File: src/pmms_mul.sv
`timescale 1ns / 1ps
module pmms_mul (
    input  logic        i_clk,
    input  logic [31:0] i_a,
    input  logic [31:0] i_b,
    output logic [63:0] o_p
);
    logic [63:0] r_p;

    always_ff @(posedge i_clk) begin
        r_p <= 64'(i_a) * 64'(i_b);
    end

    assign o_p = r_p;

endmodule

File: config.mk
export PLATFORM = sky130hd
export DESIGN_NAME = pmms_mul
export DESIGN_NICKNAME = d
export VERILOG_FILES = /design/src/pmms_mul.sv
export SDC_FILE = /design/constraint.sdc
export NUM_CORES = 2
export LEC_CHECK = 0
export BUFFER_PORTS_ARGS = -buffer_cell sky130_fd_sc_hd__buf_2
export CORE_UTILIZATION = 25
export CTS_BUF_LIST = sky130_fd_sc_hd__clkbuf_16
export DETAILED_ROUTE_END_ITERATION = 16
export GPL_TIMING_DRIVEN = 0
export SLEW_MARGIN = 20
export SYNTH_ARGS = -nofsm -noshare
export SYNTH_HDL_FRONTEND = slang
export SYNTH_SLANG_ARGS = --single-unit
File: constraint.sdc
create_clock -name i_clk -period 10.8 [get_ports i_clk]
set_input_delay 0 -clock i_clk [delete_from_list [all_inputs] [get_ports i_clk]]
set_output_delay 0 -clock i_clk [all_outputs]
set_load 0.1 [all_outputs]
==> metrics <==
Die X=374 um; most common flop cell mapped by yosys=dfxtp_1; Post-CTS Setup Bufs=0; vias after detailed routing=27,100; drt total wl=131,000 um; Critical Path End Type=register; hpwl dp=113,000 um; GPL Wtd Cong=0.994; CTS tree=done; clock sinks=64; Post-Syn Instances=3,748; CP cell instances=buf_2 > clkbuf_1 > nand2_1 > fa_1 > inv_1 > fa_1 > fa_1 > fa_1 > fa_1 > fa_1 > fa_1 > inv_1 > fa_1 > inv_1 > ha_1 > buf_2 > nand4_1 > or4_1 > or3_1 > a31oi_1 > a31o_2 > a211oi_1 > o21ai_1 > xor2_1; most frequent cells in the layout=896 x fa_1, 865 x inv_1, 602 x and2_1; Unique masters post-synth=57; CP max stage delay=0.88 ns; CP arrival=8.80 ns; Simple-Gate Fraction of Synth Area=17.6%; Via density=4.75; Slew HR=19.0%; vias in the first global route=28,700; Worst Hold Slack=0.131 ns; leading cell type in the layout, fill and taps excluded=fa_1; Worst setup SP type=primary input; largest net degree at the start of global routing=12; area grow syn2layout=9.32%; outcome=completed; clock root cell=clkbuf_16; CTS H-tree lvls=3; Worst path slowest cell=clkbuf_1; Final ANT Viol Nets=0; fin crit period=8.48 ns; global route overflow=0; Final period util=78.6%; Syn. warnings=0; Initial Util=25.2%; Synth Register Bits=64; initial antenna violation count=35; RSZ-0062 raised after global routing=no; Post-synth ARST share=0%; FILL cells=14,800; main combinational cell family by area after synthesis=adder cells; Critical Path RT=11.11 ns; Total GRT Usage=18.9%; sequential area share after synthesis=3.69%; post-synthesis mux area share=0.0289%; XOR/XNOR Fraction of Synth Area=1.52%; EDFF count, synth=0; adder-cell share of the synthesized area=61.2%; PostCTS Resize Cnt=0; Mapped Area=34,700 um^2; critical path class=primary input to register; Die Ht=374 um; Max Cap Viol=0; Post-Syn Nets=4,972; cell family with most CP delay=adder cells; share of cells above drive strength 1=4.29%; Clock Path Buffers=2; WP buf/inv=6; Final Hold Vio Count=0; Fmax achieved=118 MHz; Pins Over Slew Limit=0; mean post-synth cell area=9.25 um^2; critical path's most frequent cell=fa_1; iteration count of the initial detailed-routing pass=7; first-pass GRT wire length=192,000 um; core footprint=137,000 um^2; cts bufs inserted=9; Hold-fix buffers, CTS=1; die area=140,000 um^2; Synth Area in Compound Gates=4.15%; Port Buffers=128; setup_tns=0 ns; first-iteration detailed-routing DRC count=2,363; IO Pins=129; CP max FO=10; clk slew on worst S/H paths=0.06 ns; final net count=5,112; min-delay worst type=primary input to register; max reg flops=64; worst slew pin tran=1.22 ns; number of core rows=136; # setup viols final=0; # DRC=0; Routed WL per cell=23.0 um
cells in the mapped netlist, types with 4 or more instances:
cell | count | area, um^2
a221o_1 | 4 | 40.0
a21o_1 | 40 | 300
nand3_1 | 10 | 50.1
fa_1 | 896 | 17900
and3_1 | 14 | 87.6
o21ai_0 | 21 | 105
o21a_1 | 9 | 67.6
a31oi_1 | 12 | 75.1
o21ai_1 | 5 | 25.0
ha_1 | 263 | 3290
nor3_1 | 7 | 35.0
o21bai_1 | 10 | 75.1
nand4_1 | 23 | 144
a21oi_1 | 63 | 315
buf_2 | 6 | 30.0
and2_1 | 602 | 3770
xor2_1 | 25 | 219
nand2_1 | 480 | 1800
inv_1 | 865 | 3250
xnor2_1 | 35 | 307
nor2_1 | 20 | 75.1
clkbuf_1 | 213 | 800
dfxtp_1 | 64 | 1280
final timing paths:
check,from,end,slack [ns],depth (start not counted)
setup / recovery,i_b[25],o_p[62]$_DFF_P_,2.32,24
hold / removal,i_b[1],o_p[1]$_DFF_P_,0.13,3
layer usage:
| metal | vias to the layer above | global-route usage (%) | wire length [um] |
|---|---|---|---|
| met5 | - | 0 | 79 |
| met4 | 12 | 8.61 | 7500 |
| met3 | 355 | 3.26 | 13200 |
| met2 | 1434 | 30.1 | 59500 |
| met1 | 14100 | 24.9 | 50800 |
| li1 | 11200 | - | - |
metrics by stage:
stage          setup WS [ns]  cell area, um^2  util, %  std cells
4_1_cts                 2.35            37900     27.6       5686
3_5_place_dp            1.93            37600     27.3       5670
5_1_grt                 2.06            37900     27.6       5688
2_1_floorplan           4.05            34700        -       3748
3_3_place_gp            1.94            37600     27.3       5670
6_report                2.32            37900     27.6       5696
cell type report:
cell class	instances	area (um^2)	area share, %
diodes	10	25.0	0.0660
plain buffers	220	835	2.20
clock buffers	9	225	0.594
clock inverters	6	85.1	0.224
inverters	865	3250	8.57
multi-input cells	2599	29300	77.3
flip-flops and latches	64	1280	3.38
well taps	1794	2240	5.92
repair buffers	129	651	1.72
worst min-delay path: stages:
cell	delay (ns)
buf_2	0.17
and2_1	0.17
ha_1	0.14
cell families (layout without fill, tap and decap cells):
| group | after synthesis | in the layout |
|---|---|---|
| buffers and inverters | 1085 | 1229 |
| AND/OR/NAND/NOR | 1177 | 1177 |
| adder cells (fa/ha/maj) | 1159 | 1159 |
| AO/OA/AOI/OAI | 202 | 202 |
| flip-flops | 64 | 64 |
| other | 0 | 10 |
| multiplexers | 1 | 1 |
| XOR/XNOR | 60 | 60 |
Power is left out: the tool's default activity adds up to more than one toggle a clock period on the data nets, which glitch-free logic cannot reach.
