**src/pmms_pkg.sv**
```systemverilog
`timescale 1ns / 1ps
package pmms_pkg;

    // request selector codes
    localparam logic [1:0] RQ_POS  = 2'd0;
    localparam logic [1:0] RQ_VEL  = 2'd1;
    localparam logic [1:0] RQ_TICK = 2'd2;

    // configuration register indexes
    localparam logic CFG_HOME_X = 1'b0;
    localparam logic CFG_HOME_Y = 1'b1;

    localparam int AXES     = 3;
    localparam int IN_W     = 144;
    localparam int OUT_W    = 192;
    localparam int SLEW_MUL = 10;

    typedef enum logic {
        DU_DIV  = 1'b0,
        DU_SQRT = 1'b1
    } t_du_op;

    typedef struct packed {
        logic   start;
        t_du_op op;
    } t_du_req;

    typedef struct packed {
        logic busy;
        logic done;
    } t_du_rsp;

    function automatic logic signed [31:0] sat32(input logic signed [65:0] v);
        logic signed [31:0] r;
        if (v > 66'sd2147483647) begin
            r = 32'sh7fffffff;
        end else if (v < -66'sd2147483648) begin
            r = 32'sh80000000;
        end else begin
            r = v[31:0];
        end
        return r;
    endfunction

endpackage

```
**src/pmms_divsqrt.sv**
```systemverilog
`timescale 1ns / 1ps
module pmms_divsqrt (
    input  logic              i_clk,
    input  logic              i_rst_n,
    input  pmms_pkg::t_du_req i_req,
    input  logic [63:0]       i_x,
    input  logic [33:0]       i_d,
    output pmms_pkg::t_du_rsp o_rsp,
    output logic [63:0]       o_q
);
    import pmms_pkg::*;

    logic        r_busy;
    logic        r_done;
    t_du_op      r_op;
    logic [5:0]  r_cnt;
    logic [63:0] r_x;
    logic [35:0] r_rem;
    logic [63:0] r_q;
    logic [33:0] r_d;

    logic [35:0] a;
    logic [35:0] b;
    logic [36:0] sub;
    logic        ge;

    // one shared subtract and compare: a quotient bit or a root bit per cycle
    always_comb begin
        if (r_op == DU_SQRT) begin
            a = {r_rem[33:0], r_x[63:62]};
            b = {r_q[33:0], 2'b01};
        end else begin
            a = {r_rem[34:0], r_x[63]};
            b = {2'b00, r_d};
        end
        sub = {1'b0, a} - {1'b0, b};
        ge  = ~sub[36];
    end

    always_ff @(posedge i_clk) begin
        if (!i_rst_n) begin
            r_busy <= 1'b0;
            r_done <= 1'b0;
            r_op   <= DU_DIV;
            r_cnt  <= 6'd0;
        end else begin
            r_done <= 1'b0;
            if (i_req.start) begin
                r_busy <= 1'b1;
                r_op   <= i_req.op;
                r_cnt  <= (i_req.op == DU_SQRT) ? 6'd31 : 6'd63;
            end else if (r_busy) begin
                r_cnt <= r_cnt - 6'd1;
                if (r_cnt == 6'd0) begin
                    r_busy <= 1'b0;
                    r_done <= 1'b1;
                end
            end
        end
    end

    always_ff @(posedge i_clk) begin
        if (i_req.start) begin
            r_x   <= i_x;
            r_d   <= i_d;
            r_rem <= 36'd0;
            r_q   <= 64'd0;
        end else if (r_busy) begin
            r_rem <= ge ? sub[35:0] : a;
            r_q   <= {r_q[62:0], ge};
            r_x   <= (r_op == DU_SQRT) ? {r_x[61:0], 2'b00} : {r_x[62:0], 1'b0};
        end
    end

    assign o_rsp.busy = r_busy;
    assign o_rsp.done = r_done;
    assign o_q        = r_q;

endmodule

```
**config.mk**
```make
export PLATFORM = sky130hd
export DESIGN_NAME = pmms_divsqrt
export DESIGN_NICKNAME = d
export VERILOG_FILES = /design/src/pmms_pkg.sv /design/src/pmms_divsqrt.sv
export SDC_FILE = /design/constraint.sdc
export NUM_CORES = 1
export LEC_CHECK = 0
export BUFFER_PORTS_ARGS = -buffer_cell sky130_fd_sc_hd__buf_2
export CORE_MARGIN = 2
export CORE_UTILIZATION = 50
export CTS_BUF_LIST = sky130_fd_sc_hd__clkbuf_8
export CTS_CLUSTER_DIAMETER = 40
export CTS_CLUSTER_SIZE = 28
export DETAILED_ROUTE_END_ITERATION = 16
export PLACE_DENSITY = 0.74
export SYNTH_ARGS = -nofsm -noshare
export SYNTH_HDL_FRONTEND = slang
export SYNTH_SLANG_ARGS = --single-unit
```
**constraint.sdc**
```tcl
create_clock -name i_clk -period 3.5 [get_ports i_clk]
set_input_delay 0.175 -clock i_clk [delete_from_list [all_inputs] [get_ports i_clk]]
set_output_delay 0.175 -clock i_clk [all_outputs]
set_load 0.01 [all_outputs]
```
==> qor.tcl, run 1 <==
set qor(placed_cell_area_um2) 12200
set qor(final_min_period_over_clock_period_pct) 97.0
set qor(max_stage_delay_ns) 0.41
set qor(detail_route.wl_per_cell_um) 16.0
set qor(synthAdderAreaFrac_pct) 4.46
set qor(die_y_um) 153
set qor(synth_cell_type_count) 73
set qor(detail-route-antenna-nets) 0
set qor(vias_in_the_first_global_route) 8808
set qor(num-fill-cells) 1715
set qor(cts-buffers-inserted) 29
set qor(post_synth_main_area_contributors) {sky130_fd_sc_hd__edfxtp_1, sky130_fd_sc_hd__dfxtp_1, sky130_fd_sc_hd__mux2i_1}
set qor(row_count) 54
set qor(cts-root-buf) {sky130_fd_sc_hd__clkbuf_8}
set qor(antenna_found_initial) 0
set qor(yosysTopAreaCell) {sky130_fd_sc_hd__edfxtp_1}
set qor(global_route_wire_length_before_repair_um) 43300
set qor(post-synth-top-count-cell) {sky130_fd_sc_hd__mux2i_1}
set qor(cts.path.max_buffers) 3
set qor(die_area_um2) 23400
set qor(pin_count) 168
set qor(detailed_place_hpwl_um) 16200
set qor(final_cell_area_um2) 13900
set qor(worst_hold_startpoint) {i_req[1]}
set qor(core_area_um2) 21800
set qor(maxSlewViolCount) 0
set qor(layout.cells.non_filler) 1647
set qor(postSynthRegisterBits) 206
set qor(hold_class) {in -> reg}
set qor(drv.max_cap_violation_count) 0
set qor(place_ws_ns) 0.0698
set qor(post_synth_instance_area_um2) 11100
set qor(multi_input_area_um2) 5670
set qor(clkTransAtPathRegs_ns) 0.07
set qor(critPathKind) {reg -> reg}
set qor(dr.pass1.iters) 5
set qor(worstPathMaxFanout) 10
set qor(drt_drc_violations_left) 0
set qor(yosysTopAreaCellShare_pct) 26.5
set qor(setup_ws_ns) 0.105
set qor(seq_area_frac_synth_pct) 45.9
set qor(path_delay_family) {compound AO/OA/AOI/OAI gates}
set qor(final-setup-viol-count) 0
set qor(totalNegativeSetupSlack_ns) 0
set qor(clock-skew-final_ns) 0.0219
set qor(cts.sinks) 206
set qor(die_width_um) 153
set qor(synthMuxAreaShare_pct) 18.1
set qor(final_net_count) 1486
set qor(via_total_after_detailed_routing) 9039
set qor(cts_tree) {built}
set qor(synth_async_sr_flop_share_pct) 0
set qor(synth_top_family_by_area) {multiplexers}
set qor(syn_to_final_growth_pct) 25.4
set qor(maxClockFrequency_mhz) 295
set qor(flop2flop_setup_slack_ns) 0.10
set qor(startpoint_type) {register}
set qor(required_ns) 3.97
set qor(drt-total-wl_um) 26300
set qor(global_route.usage.total_pct) 21.7
set qor(synth_simple_gate_area_share_pct) 12.0
set qor(area.sequential_um2) 5110
set qor(critical_path_arrival_ns) 3.86
set qor(worstMarginPinSlew_ns) 1.00
set qor(grt-ovfl-total) 0
set qor(syn-mean-instance-area_um2) 10.3
set qor(max-vdd-ir-drop_mv) 0.338
set qor(synth_cells) 1084
set qor(place.detailed.instances) 1482
set qor(htree_levels) 1
set qor(report.final.hold_viol_count) 0
set qor(synth.yosys.warnings) 0
set qor(grt_start_max_net_pins) 108
set qor(power.density_cell_area_nw_per_um2) 433
set qor(worst-r2r-cell-count) 13
set qor(synth_xor_area_share_pct) 2.60
set qor(power.static_leakage_nw) 5.75
set qor(start_util_pct) 50.9
set qor(run_status) {finished clean}
set qor(synth.cells.most_frequent) {sky130_fd_sc_hd__mux2i_1, sky130_fd_sc_hd__nand2_1, sky130_fd_sc_hd__nor2_1}
set qor(cp_slowest_cell) {sky130_fd_sc_hd__dfxtp_4}
set qor(post_route_cells_drive_above_1_share_pct) 23.1
set qor(rr_endpoint) {r_rem[5]$_SDFFE_PP0P_}
set qor(maxSlewHeadroom_pct) 33.3
set qor(worst_skew_pair_latency_ns) 0.56
set qor(finalWorstPathRequiredPeriod_ns) 3.40
set qor(setup.worst_path.end_class) {register}
set qor(buffer_ports.inserted) 167
set qor(synth_flop_cell) {sky130_fd_sc_hd__dfxtp_1}
set qor(hold_depth) 2
set qor(drt_iter0_drc) 624
set qor(path_buf_inv) 3
set qor(syn_nets) 1225
set qor(synth_edf_count) 98
set qor(n_antenna_cell) 0
set qor(cp_cell_sequence) {buf_4 -> buf_4 -> mux2_2 -> ha_1 -> nand2_1 -> o211ai_1 -> nor4b_4 -> o21ai_2 -> a21oi_4 -> a31oi_4 -> buf_12 -> or3_1 -> a311oi_1}
set qor(finalWeightedCongestion) 0.894
set qor(route.detailed.vias_per_inst) 5.49
set qor(whs_endpoint) {r_rem[9]$_SDFFE_PP0P_}
set qor(crit-reg2reg-launch) {r_op$_SDFFE_PN0P_}
set qor(critical_path.most_common_cell) {sky130_fd_sc_hd__buf_4}
set qor(area_fraction_in_compound_gates_after_synthesis_pct) 13.8
==> placed cells by master (no fill, tap or decap), types with 10 or more instances in the layout <==
cell / count
sky130_fd_sc_hd__a21o_1: 13
sky130_fd_sc_hd__a21oi_1: 38
sky130_fd_sc_hd__a311oi_2: 11
sky130_fd_sc_hd__buf_2: 166
sky130_fd_sc_hd__buf_4: 25
sky130_fd_sc_hd__clkbuf_8: 33
sky130_fd_sc_hd__dfxtp_1: 106
sky130_fd_sc_hd__dlygate4sd3_1: 101
sky130_fd_sc_hd__edfxtp_1: 98
sky130_fd_sc_hd__ha_1: 38
sky130_fd_sc_hd__mux2_2: 35
sky130_fd_sc_hd__mux2i_1: 162
sky130_fd_sc_hd__nand2_1: 123
sky130_fd_sc_hd__nor2_1: 119
sky130_fd_sc_hd__nor3_1: 10
sky130_fd_sc_hd__o21ai_0: 93
sky130_fd_sc_hd__xnor2_1: 23
sky130_fd_sc_hd__xor2_1: 10
==> report_power, final <==
| group | internal (W) | switching, W | total (W) |
|---|---|---|---|
| Sequential | 0.00270 | 0.0000847 | 0.00279 |
| Clock | 0.000957 | 0.000993 | 0.00195 |
| Combinational | 0.000595 | 0.000696 | 0.00129 |
| Total | 0.00426 | 0.00177 | 0.00603 |
==> sequential cells by signal, summed over array words and instances, names as in the netlist <==
register	cells
o_q	64
r_busy	1
r_d	34
r_op	1
r_x	64
r_cnt	6
r_rem	35
r_done	1
==> logic make-up after synthesis <==
kind of cell | Yosys count
flip-flops | 206
AND/OR/NAND/NOR | 307
AO/OA/AOI/OAI | 223
adder cells (fa/ha/maj) | 39
XOR/XNOR | 33
multiplexers | 197
buffers and inverters | 79
==> metrics by stage <==
| stage | power, W | hold slack (ns) | utilization (%) |
|---|---|---|---|
| after floorplan | 0.00369 | 0.274 | - |
| after detailed placement | 0.00399 | 0.353 | 56.0 |
| after global placement | 0.00397 | 0.351 | 56.0 |
| after global routing | 0.00636 | 0.179 | 63.9 |
| after CTS | 0.00604 | 0.137 | 63.4 |
| final | 0.00603 | 0.156 | 63.9 |
==> final cells by class <==
class / instances / share of cell area, %
well taps: 280 / 2.51
clock buffers: 32 / 3.16
multi-input cells: 799 / 40.7
repair buffers: 299 / 15.5
inverters: 10 / 0.269
flip-flops and latches: 206 / 36.7
clock inverters: 21 / 1.19
==> metal layers <==
metal / track usage, % / vias to the layer above / share of wire [%]
met5: 0 / - / 0
met4: 4.81 / 0 / 1.6
met3: 3.54 / 35 / 6.1
met2: 35.6 / 289 / 46
met1: 30.2 / 4255 / 46
li1: - / 4460 / -
==> worst max-delay path by stage <==
| stage | startpoint | end | slack (ns) | depth (start not counted) |
|---|---|---|---|---|
| 6_report | r_op$_SDFFE_PN0P_ | r_rem[5]$_SDFFE_PP0P_ | 0.10 | 13 |
| 5_1_grt | r_op$_SDFFE_PN0P_ | r_rem[5]$_SDFFE_PP0P_ | -0.03 | 13 |
| 4_1_cts | r_op$_SDFFE_PN0P_ | r_rem[13]$_SDFFE_PP0P_ | 0.04 | 13 |
| 3_5_place_dp | r_op$_SDFFE_PN0P_ | r_rem[9]$_SDFFE_PP0P_ | 0.07 | 14 |
| 3_3_place_gp | r_op$_SDFFE_PN0P_ | r_rem[19]$_SDFFE_PP0P_ | 0.17 | 12 |
| 2_1_floorplan | r_op$_SDFFE_PN0P_ | r_rem[11]$_SDFFE_PP0P_ | 0.003 | 15 |
==> timing repair <==
| item | 4_1_cts | 5_1_grt |
|---|---|---|
| gates resized for setup | 0 | 4 |
| setup endpoints to repair | 0 | 29 |
| setup buffers | 0 | 10 |
| hold buffers | 101 | 0 |
| endpoints found under the hold margin | 105 | 0 |
No activity file was read; power rests on OpenSTA's default activity.
==> run 2, diff against run 1 <==
==> config.mk (replaced) <==
export PLATFORM = sky130hd
export DESIGN_NAME = pmms_divsqrt
export DESIGN_NICKNAME = d
export VERILOG_FILES = /design/src/pmms_pkg.sv /design/src/pmms_divsqrt.sv
export SDC_FILE = /design/constraint.sdc
export NUM_CORES = 1
export LEC_CHECK = 0
export BUFFER_PORTS_ARGS = -buffer_cell sky130_fd_sc_hd__clkbuf_2
export CORE_MARGIN = 2
export CORE_UTILIZATION = 54
export CTS_BUF_LIST = sky130_fd_sc_hd__clkbuf_8
export CTS_CLUSTER_DIAMETER = 40
export CTS_CLUSTER_SIZE = 28
export DETAILED_ROUTE_END_ITERATION = 16
export PLACE_DENSITY = 0.8
export SYNTH_ARGS = -nofsm -noshare
export SYNTH_HDL_FRONTEND = slang
export SYNTH_SLANG_ARGS = --single-unit
==> qor.tcl, run 2 (synthesized netlist as in run 1, its figures left out) <==
set qor(pin_count) 168
set qor(fin_total_pwr_w) 0.00647
set qor(setup.worst_path.end_class) {register}
set qor(grt_start_max_net_pins) 102
set qor(whs_endpoint) {r_rem[11]$_SDFFE_PP0P_}
set qor(post_route_cells_drive_above_1_share_pct) 24.6
set qor(die_y_um) 147
set qor(global_route.usage.met1_pct) 31.6
set qor(layout.cells.non_filler) 1650
set qor(cts.path.max_buffers) 3
set qor(drv.max_cap_violation_count) 0
set qor(final_cell_mix) {sky130_fd_sc_hd__clkbuf_2, sky130_fd_sc_hd__mux2i_1, sky130_fd_sc_hd__nand2_1, sky130_fd_sc_hd__nor2_1, sky130_fd_sc_hd__dfxtp_1}
set qor(finalWorstPathRequiredPeriod_ns) 3.39
set qor(core_area_um2) 20200
set qor(maxClockFrequency_mhz) 295
set qor(syn_to_final_growth_pct) 27.1
set qor(final_net_count) 1496
set qor(grt-ovfl-total) 0
set qor(global_routing_met3_resource_utilization_pct) 4.20
set qor(finalWeightedCongestion) 0.878
set qor(grt.met2_usage_pct) 42.6
set qor(buffer_ports.inserted) 167
set qor(startpoint_type) {register}
set qor(worstPathMaxFanout) 27
set qor(final-setup-viol-count) 0
set qor(worstMarginPinSlew_ns) 1.05
set qor(cts.sinks) 206
set qor(die_width_um) 147
set qor(flop2flop_setup_slack_ns) 0.11
set qor(clkTransAtPathRegs_ns) 0.08
set qor(start_util_pct) 54.9
set qor(max-vdd-ir-drop_mv) 0.493
set qor(drt-total-wl_um) 28500
set qor(via_total_after_detailed_routing) 9255
set qor(totalNegativeSetupSlack_ns) 0
set qor(global_route_wire_length_before_repair_um) 44200
set qor(worst-r2r-cell-count) 13
set qor(place.detailed.instances) 1473
set qor(maxSlewViolCount) 0
set qor(detail-route-antenna-nets) 0
set qor(report.final.hold_viol_count) 0
set qor(detailed_place_hpwl_um) 16500
set qor(layout_commonest_cell) {sky130_fd_sc_hd__clkbuf_2}
set qor(antenna_found_initial) 0
set qor(hold_depth) 2
set qor(crit-reg2reg-launch) {r_op$_SDFFE_PN0P_}
set qor(cts_tree) {built}
set qor(worst_skew_pair_latency_ns) 0.54
set qor(die_area_um2) 21700
set qor(maxSlewHeadroom_pct) 30.1
set qor(worst_hold_startpoint) {i_req[1]}
set qor(global_route.usage.total_pct) 24.8
set qor(rr_endpoint) {r_rem[0]$_SDFFE_PP0P_}
set qor(critPathKind) {reg -> reg}
set qor(htree_levels) 2
set qor(clock-skew-final_ns) 0.0313
set qor(drt_drc_violations_left) 0
set qor(drt_iter0_drc) 576
set qor(row_count) 52
set qor(cts-buffers-inserted) 35
set qor(detail_route.wl_per_cell_um) 17.2
set qor(route.detailed.vias_per_inst) 5.61
set qor(power.density_cell_area_nw_per_um2) 458
set qor(dr.pass1.iters) 5
set qor(global_route.peak_usage_layer) {met2}
set qor(run_status) {finished clean}
set qor(power.static_leakage_nw) 5.81
set qor(cts-root-buf) {sky130_fd_sc_hd__clkbuf_8}
set qor(critical_path_arrival_ns) 3.81
set qor(final_min_period_over_clock_period_pct) 96.9
set qor(hold_class) {in -> reg}
set qor(required_ns) 3.92
set qor(n_antenna_cell) 0
set qor(vias_in_the_first_global_route) 8884
set qor(num-fill-cells) 1452
==> run 2: cell count changes in the layout (fill, tap and decap cells not counted), sizes merged <==
cell and delta:
buf -162, bufinv +1, clkinvlp -4, clkbuf +172
clkinv +1, inv +5
==> run 2: worst max-delay path by stage <==
stage | from | to | slack (ns) | cells past startpoint
6_report | r_op$_SDFFE_PN0P_ | r_rem[0]$_SDFFE_PP0P_ | 0.11 | 13
5_1_grt | r_op$_SDFFE_PN0P_ | r_rem[13]$_SDFFE_PP0P_ | -0.03 | 13
4_1_cts | r_op$_SDFFE_PN0P_ | r_rem[13]$_SDFFE_PP0P_ | 0.15 | 13
3_5_place_dp | r_op$_SDFFE_PN0P_ | r_rem[13]$_SDFFE_PP0P_ | 0.16 | 13
3_3_place_gp | r_op$_SDFFE_PN0P_ | r_rem[33]$_SDFFE_PP0P_ | 0.20 | 12
2_1_floorplan | r_op$_SDFFE_PN0P_ | r_rem[11]$_SDFFE_PP0P_ | 0.003 | 15
==> run 2: cell type report <==
| cell class | count | area [um^2] | area share [%] |
|---|---|---|---|
| multi-input cells | 799 | 5720 | 40.5 |
| flip-flops and latches | 206 | 5110 | 36.2 |
| repair buffers | 303 | 2160 | 15.3 |
| clock buffers | 38 | 523 | 3.70 |
| well taps | 270 | 338 | 2.39 |
| clock inverters | 24 | 229 | 1.62 |
| inverters | 10 | 37.5 | 0.266 |
==> run 2: worst max-delay path, cell delays in order, from the launching register on <==
cell	delay, ns
sky130_fd_sc_hd__dfxtp_4	0.42
sky130_fd_sc_hd__buf_4	0.15
sky130_fd_sc_hd__buf_12	0.18
sky130_fd_sc_hd__mux2_2	0.39
sky130_fd_sc_hd__ha_1	0.41
sky130_fd_sc_hd__a21oi_1	0.32
sky130_fd_sc_hd__nand2_1	0.13
sky130_fd_sc_hd__nor3_1	0.28
sky130_fd_sc_hd__a21oi_4	0.13
sky130_fd_sc_hd__a31oi_4	0.22
sky130_fd_sc_hd__buf_4	0.17
sky130_fd_sc_hd__clkbuf_16	0.15
sky130_fd_sc_hd__nand2_1	0.06
sky130_fd_sc_hd__a32o_1	0.26
==> run 2: where the power goes <==
| group | switching (W) | leakage, nW | internal [W] |
|---|---|---|---|
| registers | 0.0000933 | 1.87 | 0.00270 |
| clock network | 0.00114 | 0.395 | 0.00122 |
| logic | 0.000714 | 3.55 | 0.000600 |
| total | 0.00195 | 5.81 | 0.00453 |
==> run 2: what timing repair did <==
item,4_1_cts,5_1_grt
buffers inserted,0,13
endpoints found under the setup margin,0,14
endpoints found under the hold margin,102,0
hold buffers,101,0
gates resized for setup,0,11
==> run 2: metal layers <==
metal | part of all wire, % | vias to the layer above
li1 | - | 4497
met1 | 43 | 4357
met2 | 48 | 337
met3 | 5.9 | 64
met4 | 2.6 | 0
met5 | 0 | -
==> run 2: metrics by stage <==
step	util (%)	hold WS (ns)	setup slack, ns	cell area (um^2)
floorplan	-	0.274	0.00347	11100
global placement	60.2	0.352	0.204	12200
detailed placement	60.2	0.354	0.163	12200
global route	69.8	0.255	-0.0286	14100
finish	69.8	0.214	0.107	14100
CTS	68.9	0.216	0.149	13900
==> run 3, diff against run 2 <==
--- a/config.mk
+++ b/config.mk
@@ -13,6 +13,7 @@
 export CTS_CLUSTER_SIZE = 28
 export DETAILED_ROUTE_END_ITERATION = 16
 export PLACE_DENSITY = 0.8
+export REMOVE_ABC_BUFFERS = 1
 export SYNTH_ARGS = -nofsm -noshare
 export SYNTH_HDL_FRONTEND = slang
 export SYNTH_SLANG_ARGS = --single-unit
==> qor.tcl, run 3 (synthesized netlist as in run 1, its figures left out) <==
set qor(layout.cells.non_filler) 1651
set qor(fin_total_pwr_w) 0.00649
set qor(max-vdd-ir-drop_mv) 0.563
set qor(antenna_found_initial) 1
set qor(placed_cell_area_um2) 12300
set qor(drt_iter0_drc) 534
set qor(cts-root-buf) {sky130_fd_sc_hd__clkbuf_8}
set qor(die_width_um) 147
set qor(syn_to_final_growth_pct) 27.6
set qor(die_area_um2) 21700
set qor(global_route.usage.total_pct) 26.5
set qor(required_ns) 3.94
set qor(cts_tree) {built}
set qor(worstPathMaxFanout) 11
set qor(die_y_um) 147
set qor(drt_drc_violations_left) 0
set qor(via_total_after_detailed_routing) 9430
set qor(maxSlewHeadroom_pct) 35.1
set qor(flop2flop_setup_slack_ns) 0.1
set qor(detail_route.wl_per_cell_um) 18.0
set qor(place.detailed.instances) 1480
set qor(drt-total-wl_um) 29800
set qor(hold_class) {in -> reg}
set qor(final_cell_mix) {sky130_fd_sc_hd__clkbuf_2, sky130_fd_sc_hd__mux2i_1, sky130_fd_sc_hd__nand2_1, sky130_fd_sc_hd__nor2_1, sky130_fd_sc_hd__dfxtp_1}
set qor(finalWorstPathRequiredPeriod_ns) 3.40
set qor(clkTransAtPathRegs_ns) 0.08
set qor(worst_skew_pair_latency_ns) 0.60
set qor(report.final.hold_viol_count) 0
set qor(final_net_count) 1496
set qor(global_route_wire_length_before_repair_um) 47200
set qor(end_of_flow_core_utilization_pct) 70.1
set qor(power.static_leakage_nw) 5.81
set qor(pin_count) 168
set qor(row_count) 52
set qor(buffer_ports.inserted) 167
set qor(maxClockFrequency_mhz) 294
set qor(finalWeightedCongestion) 0.952
set qor(power.density_cell_area_nw_per_um2) 458
set qor(maxSlewViolCount) 0
set qor(drv.max_cap_violation_count) 0
set qor(final_cell_area_um2) 14200
set qor(cts-buffers-inserted) 31
set qor(dr.pass1.iters) 7
set qor(grt-ovfl-total) 0
set qor(vias_in_the_first_global_route) 9436
set qor(crit-reg2reg-launch) {r_op$_SDFFE_PN0P_}
set qor(detail-route-antenna-nets) 0
set qor(route.detailed.vias_per_inst) 5.71
set qor(setup.worst_path.end_class) {register}
set qor(post_route_cells_drive_above_1_share_pct) 24.5
set qor(detailed_place_hpwl_um) 17400
set qor(clock-skew-final_ns) 0.0424
set qor(critical_path_arrival_ns) 3.84
set qor(final_min_period_over_clock_period_pct) 97.2
set qor(worst_hold_startpoint) {i_req[1]}
set qor(final-setup-viol-count) 0
set qor(core_area_um2) 20200
set qor(cts.sinks) 206
set qor(cts.path.max_buffers) 3
set qor(grt_start_max_net_pins) 120
set qor(worstMarginPinSlew_ns) 0.974
set qor(run_status) {finished clean}
set qor(start_util_pct) 54.9
set qor(layout_commonest_cell) {sky130_fd_sc_hd__clkbuf_2}
set qor(critPathKind) {reg -> reg}
set qor(startpoint_type) {register}
set qor(worst_setup_path_startpoint) {r_op$_SDFFE_PN0P_}
set qor(htree_levels) 1
## run 3: stage by stage
stage / hold slack, ns / TNS (ns) / worst slack [ns]
after floorplan: 0.240 / -397.59 / -3.73
after CTS: 0.162 / 0 / 0.0344
after global routing: 0.216 / -0.00115 / -0.00115
after detailed placement: 0.354 / 0 / 0.0738
after global placement: 0.352 / 0 / 0.118
final: 0.195 / 0 / 0.0968
## run 3: critical path: stages, from the launching register on
cell	delay, ns
sky130_fd_sc_hd__dfxtp_4	0.45
sky130_fd_sc_hd__buf_12	0.14
sky130_fd_sc_hd__mux2_2	0.34
sky130_fd_sc_hd__ha_1	0.43
sky130_fd_sc_hd__a21oi_1	0.18
sky130_fd_sc_hd__nor2_1	0.06
sky130_fd_sc_hd__a2111o_1	0.41
sky130_fd_sc_hd__o21ai_2	0.23
sky130_fd_sc_hd__a21oi_4	0.12
sky130_fd_sc_hd__a21oi_1	0.33
sky130_fd_sc_hd__xnor2_1	0.10
sky130_fd_sc_hd__a221oi_1	0.34
sky130_fd_sc_hd__nor3_1	0.09
## run 3: cell type report
type	instances	area [um^2]
fillers	1436	6050
multi-input cells	799	5680
flip-flops and latches	206	5110
repair buffers	307	2250
clock buffers	32	440
well taps	270	338
clock inverters	26	315
inverters	10	37.5
diodes	1	2.50
## run 3: final timing paths
| kind | to | cells after the start |
|---|---|---|
| worst min-delay path | o_q[33]$_SDFFE_PP0P_ | 2 |
| worst min register to register | r_rem[24]$_SDFFE_PP0P_ | 2 |
| worst max register to register | r_rem[28]$_SDFFE_PP0P_ | 12 |
| worst max-delay path | r_rem[28]$_SDFFE_PP0P_ | 12 |
## run 3: what timing repair did
item,4_1_cts,5_1_grt
endpoints found under the setup margin,0,36
buffers inserted,0,10
hold buffers,101,0
hold endpoints to repair,106,0
resized for setup,0,9
## run 3: power breakdown
part / internal, W / switching [W]
Clock: 0.00123 / 0.00113
Combinational: 0.000611 / 0.000717
Sequential: 0.00270 / 0.0000971
Total: 0.00454 / 0.00195
## run 3: metal layers
| layer | global-route usage [%] | wire length, um | up-vias |
|---|---|---|---|
| met4 | 9.95 | 1110 | 0 |
| met3 | 5.52 | 1930 | 86 |
| met1 | 32.4 | 12200 | 4481 |
| met5 | 0 | 0 | - |
| li1 | - | - | 4493 |
| met2 | 46.3 | 14500 | 370 |
